===== src/design/bgc_pkg.sv =====
// ---------------------------------------------------------------------------
// bgc_pkg: shared types and constants for the button gesture classifier
// timestamp width, action codes, register indexes and state/config structs
// ---------------------------------------------------------------------------
package bgc_pkg;

    localparam int TIME_W    = 32;   // internal timestamp width, 16..64
    localparam int STAMP_W   = 32;   // width of the timestamp port
    localparam int HOLD_W    = 32;   // width of the reported hold time
    localparam int CFG_W     = 16;   // width of each configuration register
    localparam int CFG_IDX_W = 2;    // register index width
    localparam int TAP_W     = 3;    // tap counter width

    localparam logic [TAP_W-1:0] TAP_MAX = TAP_W'(7);

    typedef enum logic [3:0] {
        ACT_NONE   = 4'd0,
        ACT_START  = 4'd1,
        ACT_NEXT   = 4'd2,
        ACT_CANCEL = 4'd3,
        ACT_PAUSE  = 4'd4,
        ACT_RESUME = 4'd5,
        ACT_RESET  = 4'd6,
        ACT_SELECT = 4'd7,
        ACT_MENU   = 4'd8
    } action_t;

    typedef enum logic [CFG_IDX_W-1:0] {
        CFG_DEBOUNCE  = 2'd0,
        CFG_LONG      = 2'd1,
        CFG_VERY_LONG = 2'd2,
        CFG_TAP_GAP   = 2'd3
    } cfg_idx_t;

    localparam logic [CFG_W-1:0] DEBOUNCE_RST  = CFG_W'(50);
    localparam logic [CFG_W-1:0] LONG_RST      = CFG_W'(1000);
    localparam logic [CFG_W-1:0] VERY_LONG_RST = CFG_W'(3000);
    localparam logic [CFG_W-1:0] TAP_GAP_RST   = CFG_W'(400);

    typedef struct packed {
        logic [CFG_W-1:0] debounce_ms;
        logic [CFG_W-1:0] long_press_ms;
        logic [CFG_W-1:0] very_long_press_ms;
        logic [CFG_W-1:0] tap_gap_ms;
    } bgc_cfg_t;

    typedef struct packed {
        logic              stable_level;
        logic [TIME_W-1:0] last_change;
        logic [TIME_W-1:0] press_start;
        logic [TIME_W-1:0] tap_start;
        logic [TAP_W-1:0]  tap_count;
    } bgc_state_t;

    typedef struct packed {
        action_t           action;
        logic              pressed;
        logic [HOLD_W-1:0] hold_ms;
    } bgc_result_t;

endpackage


===== src/design/button_gesture_classifier.sv =====
// ---------------------------------------------------------------------------
// button_gesture_classifier: tap, long press and very long press detector
// the accepted sample waits in the input register, then is classified into
// the result register once that is free or its word is taken
// throughput: one sample per cycle while results are taken (state update loop)
// reset: asynchronous active low; released level, zero times, no pending taps,
// thresholds back to 50/1000/3000/400 ms
// ---------------------------------------------------------------------------
module button_gesture_classifier
    import bgc_pkg::*;
(
    input  logic                 clk,
    input  logic                 rst_n,
    // configuration write port
    input  logic                 cfg_we,
    input  logic [CFG_IDX_W-1:0] cfg_index,
    input  logic [CFG_W-1:0]     cfg_data,
    // sample channel
    input  logic                 sample_valid,
    output logic                 sample_ready,
    input  logic                 raw_level,
    input  logic [STAMP_W-1:0]   now_ms,
    // result channel
    output logic                 result_valid,
    input  logic                 result_ready,
    output logic [3:0]           action,
    output logic                 pressed,
    output logic [HOLD_W-1:0]    hold_ms
);

    bgc_cfg_t    cfg;
    bgc_state_t  state_reg;
    bgc_state_t  state_next;
    bgc_result_t step_res;
    bgc_result_t res_reg;

    // input register holding one sample word
    logic              in_valid_reg;
    logic              in_level_reg;
    logic [TIME_W-1:0] in_now_reg;
    logic              res_valid_reg;

    logic advance;   // input word moves into the result register this cycle
    logic take_in;   // new sample word accepted this cycle

    bgc_cfg u_cfg (
        .clk       (clk),
        .rst_n     (rst_n),
        .cfg_we    (cfg_we),
        .cfg_index (cfg_index),
        .cfg_data  (cfg_data),
        .cfg       (cfg)
    );

    bgc_step u_step (
        .cfg        (cfg),
        .state      (state_reg),
        .level      (in_level_reg),
        .now        (in_now_reg),
        .state_next (state_next),
        .result     (step_res)
    );

    // the result register frees up when its word is taken, so a full
    // pipeline keeps moving as long as the consumer takes a word per cycle
    assign advance      = in_valid_reg && (!res_valid_reg || result_ready);
    assign sample_ready = !in_valid_reg || advance;
    assign take_in      = sample_valid && sample_ready;

    // control state
    always_ff @(posedge clk or negedge rst_n)
    begin
        if (!rst_n)
        begin
            in_valid_reg  <= 1'b0;
            res_valid_reg <= 1'b0;
            state_reg.stable_level <= 1'b1;
            state_reg.last_change  <= '0;
            state_reg.press_start  <= '0;
            state_reg.tap_start    <= '0;
            state_reg.tap_count    <= '0;
        end
        else
        begin
            if (take_in)
            begin
                in_valid_reg <= 1'b1;
            end
            else if (advance)
            begin
                in_valid_reg <= 1'b0;
            end

            if (advance)
            begin
                res_valid_reg <= 1'b1;
                state_reg     <= state_next;
            end
            else if (result_ready)
            begin
                res_valid_reg <= 1'b0;
            end
        end
    end

    // payload registers
    always_ff @(posedge clk)
    begin
        if (take_in)
        begin
            in_level_reg <= raw_level;
            in_now_reg   <= TIME_W'(now_ms);
        end
        if (advance)
        begin
            res_reg <= step_res;
        end
    end

    assign result_valid = res_valid_reg;
    assign action       = res_reg.action;
    assign pressed      = res_reg.pressed;
    assign hold_ms      = res_reg.hold_ms;

    // state only moves when a word is classified
    a_state_hold: assert property (@(posedge clk) disable iff (!rst_n)
        !advance |=> $stable(state_reg))
        else $error("gesture state changed without a classified word");

    // a released button never reports hold time
    a_hold_zero: assert property (@(posedge clk) disable iff (!rst_n)
        res_valid_reg && !res_reg.pressed |-> res_reg.hold_ms == '0)
        else $error("hold time reported while released");

    // press actions only come with a release
    a_press_release: assert property (@(posedge clk) disable iff (!rst_n)
        res_valid_reg && (res_reg.action == ACT_MENU || res_reg.action == ACT_SELECT)
        |-> !res_reg.pressed)
        else $error("select or menu while button held");

    // an empty input register always takes a sample
    a_ready_empty: assert property (@(posedge clk) disable iff (!rst_n)
        !in_valid_reg |-> sample_ready)
        else $error("sample refused with empty input register");

endmodule


===== src/design/bgc_cfg.sv =====
// ---------------------------------------------------------------------------
// bgc_cfg: configuration register file
// four 16-bit timing thresholds written through a plain write port
// ---------------------------------------------------------------------------
module bgc_cfg
    import bgc_pkg::*;
(
    input  logic                 clk,
    input  logic                 rst_n,
    input  logic                 cfg_we,
    input  logic [CFG_IDX_W-1:0] cfg_index,
    input  logic [CFG_W-1:0]     cfg_data,
    output bgc_cfg_t             cfg
);

    bgc_cfg_t cfg_reg;
    bgc_cfg_t cfg_next;

    always_comb
    begin
        cfg_next = cfg_reg;
        if (cfg_we)
        begin
            unique case (cfg_idx_t'(cfg_index))
                CFG_DEBOUNCE:  cfg_next.debounce_ms        = cfg_data;
                CFG_LONG:      cfg_next.long_press_ms      = cfg_data;
                CFG_VERY_LONG: cfg_next.very_long_press_ms = cfg_data;
                CFG_TAP_GAP:   cfg_next.tap_gap_ms         = cfg_data;
                default:       cfg_next = cfg_reg;
            endcase
        end
    end

    always_ff @(posedge clk or negedge rst_n)
    begin
        if (!rst_n)
        begin
            cfg_reg.debounce_ms        <= DEBOUNCE_RST;
            cfg_reg.long_press_ms      <= LONG_RST;
            cfg_reg.very_long_press_ms <= VERY_LONG_RST;
            cfg_reg.tap_gap_ms         <= TAP_GAP_RST;
        end
        else
        begin
            cfg_reg <= cfg_next;
        end
    end

    assign cfg = cfg_reg;

endmodule


===== src/design/bgc_step.sv =====
// ---------------------------------------------------------------------------
// bgc_step: one sample of gesture classification
// debounce, press length grading and tap sequence closing, combinational
// ---------------------------------------------------------------------------
module bgc_step
    import bgc_pkg::*;
(
    input  bgc_cfg_t          cfg,
    input  bgc_state_t        state,
    input  logic              level,
    input  logic [TIME_W-1:0] now,
    output bgc_state_t        state_next,
    output bgc_result_t       result
);

    logic [TIME_W-1:0] since_change;
    logic [TIME_W-1:0] press_len;
    logic [TIME_W-1:0] since_tap;
    logic [TIME_W-1:0] hold_len;
    logic              change_ok;
    logic              tap_done;
    action_t           press_act;

    always_comb
    begin
        since_change = now - state.last_change;
        press_len    = now - state.press_start;
        change_ok    = (level != state.stable_level)
                    && (since_change > TIME_W'(cfg.debounce_ms));

        state_next = state;
        press_act  = ACT_NONE;

        if (change_ok)
        begin
            state_next.stable_level = level;
            state_next.last_change  = now;
            if (!level)
            begin
                state_next.press_start = now;
            end
            else if (press_len >= TIME_W'(cfg.very_long_press_ms))
            begin
                press_act = ACT_MENU;
            end
            else if (press_len >= TIME_W'(cfg.long_press_ms))
            begin
                press_act = ACT_SELECT;
            end
            else
            begin
                // short press: one more tap, saturating
                if (state.tap_count < TAP_MAX)
                begin
                    state_next.tap_count = state.tap_count + TAP_W'(1);
                end
                state_next.tap_start = now;
            end
        end

        since_tap = now - state_next.tap_start;
        tap_done  = (state_next.tap_count != '0)
                 && (since_tap > TIME_W'(cfg.tap_gap_ms));

        result.action = press_act;
        if (tap_done)
        begin
            if (state_next.tap_count >= TAP_MAX)
            begin
                result.action = ACT_CANCEL;
            end
            else
            begin
                result.action = action_t'(4'(state_next.tap_count));
            end
            state_next.tap_count = '0;
        end

        hold_len       = now - state_next.press_start;
        result.pressed = !state_next.stable_level;
        result.hold_ms = state_next.stable_level ? '0 : HOLD_W'(hold_len);
    end

endmodule


===== config.mk =====
export PLATFORM = sky130hd
export DESIGN_NAME = button_gesture_classifier
export DESIGN_NICKNAME = d
export VERILOG_FILES = /design/src/design/bgc_pkg.sv /design/src/design/button_gesture_classifier.sv /design/src/design/bgc_cfg.sv /design/src/design/bgc_step.sv
export SDC_FILE = /design/constraint.sdc
export NUM_CORES = 1
export LEC_CHECK = 0
export BUFFER_PORTS_ARGS = -buffer_cell sky130_fd_sc_hd__buf_2
export CAP_MARGIN = 20
export CORE_ASPECT_RATIO = 1.2
export CORE_MARGIN = 4
export CORE_UTILIZATION = 60
export DETAILED_ROUTE_END_ITERATION = 10
export GPL_ROUTABILITY_DRIVEN = 0
export HOLD_SLACK_MARGIN = 0.06
export PLACE_DENSITY = 0.78
export REMOVE_ABC_BUFFERS = 1
export SLEW_MARGIN = 20
export SYNTH_ARGS = -nofsm -noshare
export SYNTH_HDL_FRONTEND = slang
export SYNTH_SLANG_ARGS = --single-unit

===== constraint.sdc =====
create_clock -name clk -period 11.9 [get_ports clk]
set_input_delay 1.785 -clock clk [delete_from_list [all_inputs] [get_ports clk]]
set_output_delay 1.785 -clock clk [all_outputs]
set_load 0.01 [all_outputs]

==> results of run 1 <==
## layout by cell type (no fill, tap or decap), types with 11 or more instances in the layout
| cell | Yosys | layout |
|---|---|---|
| a31oi_1 | 14 | 14 |
| nor4_1 | 17 | 17 |
| and2_1 | 13 | 12 |
| nand2_1 | 154 | 153 |
| buf_2 | 11 | 93 |
| nand2b_1 | 28 | 28 |
| mux2_2 | 111 | 111 |
| a21oi_1 | 141 | 141 |
| a21o_1 | 62 | 62 |
| xor2_1 | 31 | 31 |
| nor3_1 | 40 | 40 |
| o21bai_1 | 12 | 12 |
| dfrtp_1 | 146 | 146 |
| o211ai_1 | 16 | 16 |
| nor2b_1 | 21 | 21 |
| mux2i_1 | 63 | 63 |
| dfstp_2 | 20 | 20 |
| or3_1 | 13 | 13 |
| ha_1 | 191 | 191 |
| xnor2_1 | 50 | 50 |
| buf_4 | 1 | 11 |
| o21a_1 | 32 | 32 |
| clkbuf_16 | 0 | 26 |
| edfxtp_1 | 70 | 70 |
| and3_1 | 15 | 15 |
| nor2_1 | 122 | 122 |
| nand3_1 | 38 | 38 |
| o21ai_0 | 131 | 131 |
| inv_1 | 162 | 161 |
| nand4_1 | 31 | 31 |
| a211oi_1 | 20 | 20 |
## metal layers
layer  wire [um]  track usage [%]  vias to the layer above  share of wire (%)
met5          13                0                        -              0.027
met2       23200             50.1                      573                 48
met1       19100             32.9                     7371                 39
li1            -                -                     7412                  -
met4        3880             19.9                        2                8.0
met3        2510             3.30                      178                5.2
## area by class of cell
cell class	instances	share of cell area (%)
Antenna cell	2	0.0250
Clock buffer	34	3.50
Clock inverter	12	0.831
Inverter	162	3.04
Multi-Input combinational cell	1520	56.0
Sequential cell	236	31.3
Tap cell	390	2.44
Timing Repair Buffer	106	2.85
## critical path, delay by kind of cell, from the launching register on
family	cells	cell delay, ps
compound gates	20	4380
simple gates	13	3400
fa+ha+maj	5	1460
buf+inv	3	600
flops	1	390
xor+xnor	2	290
mux	1	270
## kinds of logic after synthesis
family	synth area share, %
simple gates	14.6
xor+xnor	3.87
mux	10.3
flops	34.2
compound gates	18.8
buf+inv	4.78
fa+ha+maj	13.5
## metrics by stage
stage	std cells	hold WS [ps]	worst slack (ps)
floorplan	1918	442	1380
global placement	2414	462	984
detailed placement	2414	470	651
CTS	2460	485	613
global route	2461	500	28.7
finish	2462	482	835
## repair_timing
item | CTS | global route
hold endpoints to repair | 0 | 0
resized for setup | 0 | 4
setup endpoints to repair | 0 | 7
## where the power goes
group          total (W)  switching, W  leakage, nW  internal [W]
clock network   0.000832      0.000332        0.427      0.000500
registers        0.00113      0.000103         2.70       0.00103
logic            0.00235       0.00138         6.16      0.000966
total            0.00431       0.00182         9.28       0.00249
## Yosys cell counts, types with 13 or more instances
library cell / number
a211oi_1: 20
a21o_1: 62
a21oi_1: 141
a31oi_1: 14
and2_1: 13
and3_1: 15
clkbuf_1: 49
dfrtp_1: 146
dfstp_2: 20
edfxtp_1: 70
ha_1: 191
inv_1: 162
mux2_2: 111
mux2i_1: 63
nand2_1: 154
nand2b_1: 28
nand3_1: 38
nand4_1: 31
nor2_1: 122
nor2b_1: 21
nor3_1: 40
nor4_1: 17
o211ai_1: 16
o21a_1: 32
o21ai_0: 131
or3_1: 13
xnor2_1: 50
xor2_1: 31
## worst min path at each step
stage                                endpoint  slack (ps)  cells after the start                 startpoint
floorplan            state_reg[3]$_DFFE_PN0P_         440                      2   state_reg[3]$_DFFE_PN0P_
global placement    state_reg[23]$_DFFE_PN0P_         460                      2  state_reg[23]$_DFFE_PN0P_
detailed placement   state_reg[8]$_DFFE_PN0P_         470                      2   state_reg[8]$_DFFE_PN0P_
CTS                 state_reg[11]$_DFFE_PN0P_         480                      2  state_reg[11]$_DFFE_PN0P_
global route        state_reg[24]$_DFFE_PN0P_         500                      2  state_reg[24]$_DFFE_PN0P_
finish              state_reg[11]$_DFFE_PN0P_         480                      2  state_reg[11]$_DFFE_PN0P_
==> results_dict.tcl, run 1 <==
set metrics [dict create \
    yosys_warnings 0 \
    syn_to_final_growth_pct 9.23 \
    hold_buffers 0 \
    vias 15500 \
    grt_max_degree 69 \
    worst_path_max_delay_cell "or4b_1" \
    antenna_found_initial 3 \
    ant_nets 0 \
    synth_cell_type_count 85 \
    dpl-instance-area_um2 19100 \
    synth-seq-cells 236 \
    cts_tree "built" \
    die_w_um 168 \
    crit_start "in_now_reg[0]$_DFFE_PP_" \
    multi_input_area_um2 11200 \
    finalInstanceArea_um2 20000 \
    reg2reg_slack_ps 830 \
    synth-edff-count 70 \
    cts-root-buf "clkbuf_16" \
    firstDrtPassIters 6 \
    layout.nets 2302 \
    fin_tns_setup_ps 0 \
    synth_area_um2 18300 \
    die_h_um 200 \
    min_path_type "reg -> reg" \
    skew_ps 14.8 \
    design_power_total_w 0.00431 \
    crit_path_start_kind "flop" \
    drv_cap 0 \
    place_hpwl_um 37600 \
    relSlewSlack_pct 27.1 \
    rr_startpoint "in_now_reg[0]$_DFFE_PP_" \
    synth.top_cells.by_area "dfrtp_1, ha_1, edfxtp_1, mux2_2, a21oi_1" \
    row_count 69 \
    tightestPinTransition_ps 1090 \
    wirelength_um 48600 \
    rr_worst_depth 44 \
    critPathRequiredTime_ps 12180 \
    clk_pin_slew_worst_paths_ps 60 \
    ys.flop_type "dfrtp_1" \
    vdd_drop_max_mv 0.148 \
    synthCells 1983 \
    utilization_pct 67.1 \
    status "finished clean" \
    fmax_mhz 90.4 \
    fill_cells 2428 \
    initial_core_util_pct 61.4 \
    crit_path_frequent_cell "a21oi_1" \
    htreeDepth 1 \
    clkLatencyLatePin_ps 540 \
    clock_path_buffers 3 \
    fin_crit_ps 11070 \
    cp-end-kind "flop" \
    via_per_inst 6.31 \
    r2r-end "action[0]$_DFFE_PP_" \
    post_route_cells_drive_above_1_share_pct 14.6 \
    grt_use_total_pct 28.7 \
    numCtsBuffers 25 \
    largest_register_ffs 100 \
    yosysTopAreaCellShare_pct 19.9 \
    grt_pass1_wl_um 78200 \
    hold_viol_final 0 \
    drc_errors 0 \
    p_leak_nw 9.28 \
    synth_top_area_cell "dfrtp_1" \
    cp.arrival_ps 11340 \
    crit_type "reg -> reg" \
    period_share_pct 93.0 \
    drtIter0Drc 1201 \
    max_stage_delay_ps 530 \
    syn_avg_cell_area_um2 9.25 \
    grt_pass1_vias 15400 \
    cts_sinks 236 \
    wl_per_cell_um 19.8 \
    rsz0062_at_grt "false" \
    regArea_um2 6280 \
    dieArea_um2 33400 \
    setup_viol_count_final 0 \
    ioPinCount 95 \
    numPortBuffers 94 \
    postCtsSetupRepairBufs 0 \
    maxSlewViolCount 0 \
    cp_max_fo 29 \
    ys_seq_area_share_pct 34.2 \
    powerDensity_nw_per_um2 215 \
    critPathCapture "action[0]$_DFFE_PP_" \
    async_flop_share_pct 70.3 \
    grt-ovfl-total 0 \
    coreArea_um2 29900 \
]
Note: power is estimated with default switching activity, not from simulation.
==> run 2, diff against run 1 <==
==> constraint.sdc (replaced) <==
create_clock -name clk -period 10.8 [get_ports clk]
set_input_delay 1.62 -clock clk [delete_from_list [all_inputs] [get_ports clk]]
set_output_delay 1.62 -clock clk [all_outputs]
set_load 0.01 [all_outputs]
==> run 2 against run 1 <==
Compared with the run above: fmax grew 8.9%; critical endpoint is now action[1]$_DFFE_PP_; first-iteration DRC count rose by 2.7%; critical path type unchanged; via count up 1.1%.
==> results_dict.tcl, run 2 (synthesis results as in run 1) <==
set metrics [dict create \
    place_inst 2429 \
    grt_pass1_vias 15500 \
    fmax_mhz 98.4 \
    relSlewSlack_pct 27.0 \
    critPathRequiredTime_ps 11100 \
    drc_errors 0 \
    clock_path_buffers 3 \
    p_comb_share_pct 54.6 \
    clk_pin_slew_worst_paths_ps 60 \
    dpl-instance-area_um2 19300 \
    drtIter0Drc 1233 \
    utilization_pct 68.1 \
    fin_cells 2487 \
    cts_tree "built" \
    firstDrtPassIters 6 \
    numPortBuffers 94 \
    row_count 69 \
    post_route_cells_drive_above_1_share_pct 16.5 \
    initial_core_util_pct 61.4 \
    grt_use_total_pct 29.0 \
    setup_viol_count_final 0 \
    ant_nets 0 \
    max_stage_delay_ps 600 \
    hold_buffers 0 \
    fin_crit_ps 10160 \
    syn_to_final_growth_pct 10.9 \
    min_path_cells 2 \
    largest_register_ffs 100 \
    cp.arrival_ps 10460 \
    min_path_type "reg -> reg" \
    die_h_um 200 \
    cts-root-buf "clkbuf_16" \
    swShare_pct 42.6 \
    crit_type "reg -> reg" \
    internal_power_w 0.00277 \
    numCtsBuffers 27 \
    worst_path_max_delay_cell "or4b_1" \
    cp-end-kind "flop" \
    clkPwrFrac_pct 19.6 \
    wirelength_um 49700 \
    wl_per_cell_um 20.0 \
    finalInstanceArea_um2 20300 \
    htreeDepth 1 \
    grt_max_degree 94 \
    final_common_cell "ha_1" \
    rr_worst_depth 47 \
    tightestPinTransition_ps 1090 \
    die_w_um 168 \
    grt_pass1_wl_um 78500 \
    maxSlewViolCount 0 \
    multi_input_area_um2 11300 \
    coreArea_um2 29900 \
    layout.nets 2326 \
    grt-ovfl-total 0 \
    via_per_inst 6.32 \
    status "finished clean" \
    powerDensity_nw_per_um2 237 \
    switchingPower_w 0.00206 \
    period_share_pct 94.1 \
    final_cell_mix "ha_1, inv_1, nand2_1" \
    cp_max_fo 8 \
    vdd_drop_max_mv 0.193 \
    power_frac_seq_pct 25.9 \
    skew_ps 13.2 \
    fill_cells 2350 \
    crit_path_start_kind "flop" \
    hold_viol_final 0 \
    vias 15700 \
    dieArea_um2 33400 \
    antenna_found_initial 2 \
    design_power_total_w 0.00482 \
    p_leak_nw 9.43 \
    cts_sinks 236 \
    drv_cap 0 \
    regArea_um2 6280 \
    clkLatencyLatePin_ps 570 \
    place_hpwl_um 37600 \
    ioPinCount 95 \
]
run 2: path summary, 6_finish.rpt:
path / end / slack (ps) / startpoint
worst min register to register: state_reg[8]$_DFFE_PN0P_ / 480 / state_reg[8]$_DFFE_PN0P_
worst max register to register: action[1]$_DFFE_PP_ / 640 / in_now_reg[0]$_DFFE_PP_
worst max-delay path: action[1]$_DFFE_PP_ / 640 / in_now_reg[0]$_DFFE_PP_
min in group asynchronous: in_valid_reg$_DFFE_PN0P_ / 1110 / rst_n
max in group asynchronous: state_reg[33]$_DFFE_PN0P_ / 8170 / rst_n
worst min-delay path: state_reg[8]$_DFFE_PN0P_ / 480 / state_reg[8]$_DFFE_PN0P_
run 2: per-layer routing:
metal	vias up	share of wire (%)	GRT usage, %
met4	2	8.5	21.2
met5	-	0.028	0
met2	605	48	50.3
met1	7464	39	32.9
li1	7441	-	-
met3	202	5.3	3.92
run 2: cell type report:
cell class	instances	share of cell area [%]
Timing Repair Buffer	128	3.66
Antenna cell	1	0.0123
Clock inverter	14	0.658
Tap cell	390	2.40
Multi-Input combinational cell	1520	55.6
Inverter	162	2.99
Sequential cell	236	30.9
Clock buffer	36	3.84
run 2: repair_timing:
item                                    in CTS  in global routing
endpoints found under the setup margin       7                  7
resized for setup                            3                 19
cloned                                       0                  0
buffers inserted                             0                  7
pin swaps                                    0                  3
run 2: metrics by stage:
step	setup slack (ps)	hold slack (ps)	TNS, ps
floorplan	281	442	0
CTS	70.8	484	0
finish	641	481	0
detailed placement	-43.6	471	-93.0
global placement	359	462	0
global route	-27.9	498	-51.3
run 2: critical path: cells and delay by family (launching register included):
| family | cells | cell delay [ps] |
|---|---|---|
| DFF | 1 | 420 |
| AOI/OAI and AO/OA | 23 | 4070 |
| and+or+nand+nor | 12 | 2840 |
| xor gates and xnor gates | 2 | 290 |
| buffers and inverters | 4 | 540 |
| muxes | 1 | 260 |
| adders and majority gates | 5 | 1480 |
run 2: power by group through the flow:
stage | logic, W | clock network [W] | registers (W)
floorplan | 0.00189 | 0 | 0.00124
global placement | 0.00245 | 0 | 0.00125
detailed placement | 0.00253 | 0 | 0.00126
CTS | 0.00256 | 0.000954 | 0.00125
global route | 0.00291 | 0.000992 | 0.00127
finish | 0.00263 | 0.000943 | 0.00125
